### config.mk
export PLATFORM = sky130hd
export DESIGN_NAME = gshs_queue
export DESIGN_NICKNAME = d
export VERILOG_FILES = /design/src/rtl/gshs_pkg.sv /design/src/rtl/gshs_queue.sv
export SDC_FILE = /design/constraint.sdc
export NUM_CORES = 1
export LEC_CHECK = 0
export ABC_AREA = 1
export BUFFER_PORTS_ARGS = -buffer_cell sky130_fd_sc_hd__buf_2
export CAP_MARGIN = 20
export CORE_MARGIN = 2
export CORE_UTILIZATION = 47
export DETAILED_ROUTE_END_ITERATION = 8
export PLACE_DENSITY = 0.8
export SLEW_MARGIN = 20
export SYNTH_ARGS = -nofsm -noshare
export SYNTH_HDL_FRONTEND = slang
export SYNTH_SLANG_ARGS = --single-unit
export TNS_END_PERCENT = 10
### constraint.sdc
create_clock -name clk -period 10.7 [get_ports clk]
set_input_delay 2.14 -clock clk [delete_from_list [all_inputs] [get_ports clk]]
set_output_delay 2.14 -clock clk [all_outputs]
set_load 0.005 [all_outputs]
### src/rtl/gshs_pkg.sv
// ----------------------------------------------------------------------------
// gshs_pkg: shared types, constants and arithmetic helpers
// Fixed-point widths, queue entry and status types, back-end states and the
// floored product and clamp functions used by the front and back ends.
// ----------------------------------------------------------------------------
package gshs_pkg;

  // Number of fraction bits in every fixed-point value.
  localparam int FRAC_BITS = 30;
  // Operand and coefficient width (Q1.30).
  localparam int OP_W = 32;
  // Width of a floored product and of c and d.
  localparam int PC_W = 35;
  // Width of a clamped derivative bracket.
  localparam int T_W = 34;
  // Width of a derivative result.
  localparam int DER_W = 37;
  // Width of the power index and of the order.
  localparam int IDX_W = 6;
  // Width of a bracket scaled by the power index.
  localparam int SC_W = T_W + IDX_W + 1;

  // Fixed-point 1.0.
  localparam logic signed [OP_W-1:0] ONE = OP_W'(1) << FRAC_BITS;

  // Depth of the queue between front and back end.
  localparam int Q_DEPTH = 2;
  localparam int Q_PTR_W = 1;
  localparam int Q_CNT_W = $clog2(Q_DEPTH + 1);

  // One prepared item as it waits between the two ends.
  typedef struct packed {
    logic signed [OP_W-1:0] k;
    logic signed [OP_W-1:0] h;
    logic signed [OP_W-1:0] alpha;
    logic signed [OP_W-1:0] beta;
    logic signed [PC_W-1:0] c;
    logic signed [PC_W-1:0] d;
  } op_t;

  // Fill status of the queue.
  typedef struct packed {
    logic full;
    logic empty;
  } q_status_t;

  // Back-end sequencer states.
  typedef enum logic [1:0] {
    B_IDLE,
    B_MUL,
    B_SUM
  } back_state_t;

  // Exact product floored to FRAC_BITS fraction bits. The operands in use
  // never bring the result near the clamp limit, so no clamp is needed.
  function automatic logic signed [PC_W-1:0] mul_q(input logic signed [PC_W-1:0] a,
                                                  input logic signed [OP_W-1:0] b);
    logic signed [PC_W+OP_W-1:0] p;
    p = a * b;
    return p[FRAC_BITS+PC_W-1:FRAC_BITS];
  endfunction

  // Clamp a coefficient sum to +-1.0.
  function automatic logic signed [OP_W-1:0] sat_one(input logic signed [PC_W:0] v);
    logic signed [PC_W:0] lim;
    logic signed [PC_W:0] r;
    lim = (PC_W+1)'(ONE);
    if (v > lim) begin
      r = lim;
    end else if (v < -lim) begin
      r = -lim;
    end else begin
      r = v;
    end
    return r[OP_W-1:0];
  endfunction

  // Clamp a derivative bracket to +-limit. The result is never larger in
  // magnitude than the bracket itself, so it fits T_W bits.
  function automatic logic signed [T_W-1:0] clamp_t(input logic signed [PC_W:0] v,
                                                    input logic signed [DER_W-1:0] lim);
    logic signed [DER_W-1:0] ve;
    logic signed [DER_W-1:0] r;
    ve = DER_W'(v);
    if (ve > lim) begin
      r = lim;
    end else if (ve < -lim) begin
      r = -lim;
    end else begin
      r = ve;
    end
    return r[T_W-1:0];
  endfunction

  // Scale a clamped bracket by the power index and clamp again.
  function automatic logic signed [DER_W-1:0] scale_d(input logic signed [T_W-1:0] t,
                                                      input logic [IDX_W-1:0] s,
                                                      input logic signed [DER_W-1:0] lim);
    logic signed [SC_W-1:0] p;
    logic signed [SC_W-1:0] le;
    logic signed [SC_W-1:0] r;
    p = SC_W'(t) * SC_W'($signed({1'b0, s}));
    le = SC_W'(lim);
    if (p > le) begin
      r = le;
    end else if (p < -le) begin
      r = -le;
    end else begin
      r = p;
    end
    return r[DER_W-1:0];
  endfunction

endpackage

### src/rtl/gshs_queue.sv
// ----------------------------------------------------------------------------
// gshs_queue: short queue between front and back end
// Holds prepared items so that each end can stall on its own.
// ----------------------------------------------------------------------------
module gshs_queue (
  input  logic                clk,
  input  logic                rst,
  input  logic                push,
  input  gshs_pkg::op_t       wr_data,
  input  logic                pop,
  output gshs_pkg::op_t       rd_data,
  output gshs_pkg::q_status_t status
);
  import gshs_pkg::*;

  op_t                entries [Q_DEPTH];
  logic [Q_PTR_W-1:0] wr_ptr;
  logic [Q_PTR_W-1:0] rd_ptr;
  logic [Q_CNT_W-1:0] count;

  assign status.full  = (count == Q_CNT_W'(Q_DEPTH));
  assign status.empty = (count == '0);
  assign rd_data      = entries[rd_ptr];

  // Pointers and fill count.
  always_ff @(posedge clk) begin
    if (rst) begin
      wr_ptr <= '0;
      rd_ptr <= '0;
      count  <= '0;
    end else begin
      if (push) begin
        wr_ptr <= (wr_ptr == Q_PTR_W'(Q_DEPTH - 1)) ? '0 : wr_ptr + 1'b1;
      end
      if (pop) begin
        rd_ptr <= (rd_ptr == Q_PTR_W'(Q_DEPTH - 1)) ? '0 : rd_ptr + 1'b1;
      end
      if (push && !pop) begin
        count <= count + 1'b1;
      end else if (pop && !push) begin
        count <= count - 1'b1;
      end
    end
  end

  // Entry storage.
  always_ff @(posedge clk) begin
    if (push) begin
      entries[wr_ptr] <= wr_data;
    end
  end

  a_no_overflow: assert property (@(posedge clk) disable iff (rst)
    push |-> !status.full || pop)
    else $error("queue written while full");

  a_no_underflow: assert property (@(posedge clk) disable iff (rst)
    pop |-> !status.empty)
    else $error("queue read while empty");

  a_count_bound: assert property (@(posedge clk) disable iff (rst)
    count <= Q_CNT_W'(Q_DEPTH))
    else $error("queue fill count beyond depth");

endmodule

==> out/results.env <==
R2R_SETUP_SLACK_NS=8.07
ROUTED_VIA_DENSITY=4.97
POST-SYNTH-TOP-AREA-FRACTION_PCT=79.6
MAX_SLEW_MARGIN_PCT=31.5
POST-ROUTE-WORST-SETUP-SLACK_NS=5.28
MAX_FREQ_MHz=185
OUTCOME='completed'
FINAL.MIN_CLOCK_PERIOD_NS=5.42
SETUP.WORST_PATH.END_CLASS='output port'
DIE_X_UM=182
SYN_AVG_CELL_AREA_UM2=23.0
SLEW_VIOLATIONS=0
CLOCK_H_TREE_LEVELS=2
HOLD_SLACK_NS=0.518
CLOCKROOTBUFFER='sky130_fd_sc_hd__clkbuf_16'
TIMING.MAX_CAP.VIOLATIONS=0
FP-ROW-COUNT=65
DRT-PASS1-ITER-COUNT=5
SETUP_REPAIR_AFTER_GLOBAL_ROUTING_MISSED_ITS_MARGIN='false'
WL_PER_CELL_UM=19.4
MAX-VDD-IR-DROP_uV=142
DRT_ITER0_DRC=531
GRT_START_MAX_NET_PINS=129
YOSYSSEQAREASHARE_PCT=80.3
GRTUSAGETOTAL_PCT=17.1
DRT_DRC_VIOLATIONS_LEFT=0
CLK_LATENCY_NS=0.52
LARGEST_FAMILY_OF_LOGIC_CELLS_BY_SYNTHESIZED_AREA='multiplexers'
LEAK_PWR_nW=7.25
POST_ROUTE_WL_UM=29400
HOLDPATHSTAGES=2
SYNTH_AREA_IN_COMPOUND_GATES_PCT=0.0670
TRITONCTS='built'
CRIT_REQUIRED_NS=8.56
SHARE_OF_POST_ROUTE_CELLS_WITH_DRIVE_STRENGTH_ABOVE_1_PCT=60.4
CLOCK_BUFFER_DEPTH=3
TIMING_HOLD_VIOLATIONS_FINAL=0
CRIT_FANOUT=54
YOSYS-TOP-CELLS-AREA='sky130_fd_sc_hd__edfxtp_1 (80%), sky130_fd_sc_hd__mux2_4 (10%), sky130_fd_sc_hd__mux2_2 (7.3%), sky130_fd_sc_hd__buf_6 (1.1%), sky130_fd_sc_hd__dfxtp_1 (0.67%)'
R2R_END='entries[1][4]$_DFFE_PP_'
SYNTH_MUX_AREA_SHARE_PCT=17.5
PERIOD_UTILISATION_LAYOUT_PCT=50.7
DIE_HEIGHT_UM=182
AREA_GROWTH_PCT=25.3
SYNTH_ADDER_AREA_SHARE_PCT=0.0838
ANTENNA_VIOLATING_NETS_POST_ROUTE=0
CTS_RESIZED=0
CORE-AREA_UM2=31400
GRT_FIRST_PASS_WIRELENGTH_UM=43300
WORST-SLEW-PIN-TRANSITION_NS=1.03
NETS=1280
GPL.FINAL_WEIGHTED_CONGESTION=0.781
IOS=402
FINALSETUPTNS_NS=0
POST_SYNTH_NUM_CELL_TYPES=16
CRIT_ARRIVAL_NS=3.28
SYNTH_SEQ_CELLS=401
SYNTH-WARNING-COUNT=0
FINALCLOCKSKEW_NS=0.0144
SYNTHESIS.INSTANCES=649
FINAL.FILL_COUNT=2284
GRT_REMAINING_OVERFLOW=0
DR_TOTAL_VIAS=7522
CTS.REPORTEDPATHS.CLKPINSLEW_NS=0.06
BUFFER_PORTS.INSERTED=401
SYNTH_XOR_AREA_SHARE_PCT=0.0587
VIA_COUNT_OF_THE_FIRST_GLOBAL_ROUTING_PASS=7755
R2R_START='wr_ptr$_SDFFE_PP0P_'
CLOCK_SINKS=401
WORST-SETUP-PATH-TYPE='reg -> out'
MAPPEDNETLISTAREA_UM2=14900
SYNTH_FP_NETS=852
HOLDBUFCOUNTCTS=0
ANTENNA_VIOLATIONS_BEFORE_REPAIR=5
START_KIND='flop'
POWER_DENSITY_nW_PER_UM2=195
DIE-AREA_UM2=33200
FINALNONFILLERCELLS=1515
CELL_TAKING_THE_MOST_AREA_AFTER_SYNTHESIS='sky130_fd_sc_hd__edfxtp_1'
COUNT_OF_CELLS_ALONG_THE_WORST_REGISTER_TO_REGISTER_PATH=3
HOLD_PATH_CLASS='reg -> reg'
CLOCK_BUFFER_COUNT_FROM_CTS=40
SYNTHSIMPLEGATEAREAFRAC_PCT=0.411
PRE_CTS_WS_NS=5.80
SETUP_VIOL=0
POST_CTS_BUFFERS=0
INITIAL_UTILIZATION_PCT=47.6
HOLD_PATH.STARTPOINT='rd_ptr$_SDFFE_PP0P_'
POST-PLACE-CELLS=1437
HPWL_UM=20000
==> through the flow <==
step	power (mW)	area [um^2]	utilization [%]
floorplan	2.08	14900	-
global placement	2.21	17300	55.1
detailed placement	2.23	17300	55.1
CTS	3.68	18700	59.6
global route	3.77	18700	59.6
finish	3.64	18700	59.6
==> worst max-delay path, cell delays in order (launching register included) <==
cell	delay (ns)
sky130_fd_sc_hd__dfxtp_4	0.72
sky130_fd_sc_hd__buf_4	0.64
sky130_fd_sc_hd__buf_4	0.83
sky130_fd_sc_hd__mux2_4	0.36
sky130_fd_sc_hd__buf_2	0.13
==> worst max-delay path by stage <==
stage	cells after the start	endpoint	from	slack, ns
floorplan	2	entries[0][0]$_DFFE_PP_	push	2.94
global placement	4	rd_data[66]	flop	5.84
detailed placement	4	rd_data[150]	flop	5.80
CTS	4	rd_data[121]	flop	5.23
global route	4	rd_data[121]	flop	5.09
finish	4	rd_data[121]	flop	5.28
==> layer usage <==
metal / track usage (%) / wire length, um / up-vias
met3: 5.89 / 2690 / 53
li1: - / - / 3446
met2: 30.3 / 15100 / 366
met5: 0 / 11 / -
met1: 19.2 / 10900 / 3655
met4: 5.71 / 672 / 2
==> cells by family (layout without fill, tap and decap cells) <==
kind of cell | after synthesis | count (layout)
buffers and inverters | 31 | 491
adder cells (fa/ha/maj) | 1 | 1
XOR/XNOR | 1 | 1
AND/OR/NAND/NOR | 15 | 15
flip-flops | 401 | 401
multiplexers | 198 | 198
other | 0 | 4
AO/OA/AOI/OAI | 2 | 2
==> cells in the mapped netlist, drive strengths merged <==
cell	count
edfxtp	396
mux2	198
buf	22
inv	9
nor2	7
dfxtp	5
nand2	5
a21oi	1
ha	1
nand3	1
nand4	1
nor3	1
o21ai	1
xnor2	1
==> power by group <==
part / internal, mW / switching (mW)
combinational: 0.183 / 0.157
clock: 0.889 / 0.562
sequential: 1.82 / 0.0270
==> layout by cell type, fill, tap and decap left out <==
master and count:
sky130_fd_sc_hd__clkbuf_16 41, sky130_fd_sc_hd__xnor2_1 1, sky130_fd_sc_hd__clkinv_2 5, sky130_fd_sc_hd__nand2_1 5, sky130_fd_sc_hd__nor2_1 6, sky130_fd_sc_hd__mux2_2 97
sky130_fd_sc_hd__nor2_4 1, sky130_fd_sc_hd__nand3_1 1, sky130_fd_sc_hd__edfxtp_1 396, sky130_fd_sc_hd__inv_8 1, sky130_fd_sc_hd__clkbuf_8 2, sky130_fd_sc_hd__dfxtp_1 4
sky130_fd_sc_hd__buf_4 7, sky130_fd_sc_hd__mux2_4 101, sky130_fd_sc_hd__clkbuf_1 7, sky130_fd_sc_hd__bufinv_16 7, sky130_fd_sc_hd__buf_2 401, sky130_fd_sc_hd__clkinv_4 1
sky130_fd_sc_hd__nand4_1 1, sky130_fd_sc_hd__inv_6 3, sky130_fd_sc_hd__inv_1 8, sky130_fd_sc_hd__clkinv_1 6, sky130_fd_sc_hd__diode_2 4, sky130_fd_sc_hd__ha_1 1
sky130_fd_sc_hd__nor3_1 1, sky130_fd_sc_hd__dfxtp_4 1, sky130_fd_sc_hd__a21oi_1 1, sky130_fd_sc_hd__clkinvlp_4 2, sky130_fd_sc_hd__o21ai_0 1
==> state kept, by name, indices dropped and copies added, names as in the netlist, named ones only <==
signal / cells
wr_ptr: 1
entries: 396
count: 2
rd_ptr: 1
==> area by class of cell <==
cell class / instances / area [um^2] / area share, %
Sequential cell: 401 / 12000 / 64.1
Multi-Input combinational cell: 217 / 2710 / 14.5
Timing Repair Buffer: 408 / 2060 / 11.0
Clock buffer: 50 / 1080 / 5.77
Tap cell: 402 / 503 / 2.69
Clock inverter: 24 / 308 / 1.65
Inverter: 9 / 41.3 / 0.221
Antenna cell: 4 / 10.0 / 0.0535
(Power assumes the default switching activity.)
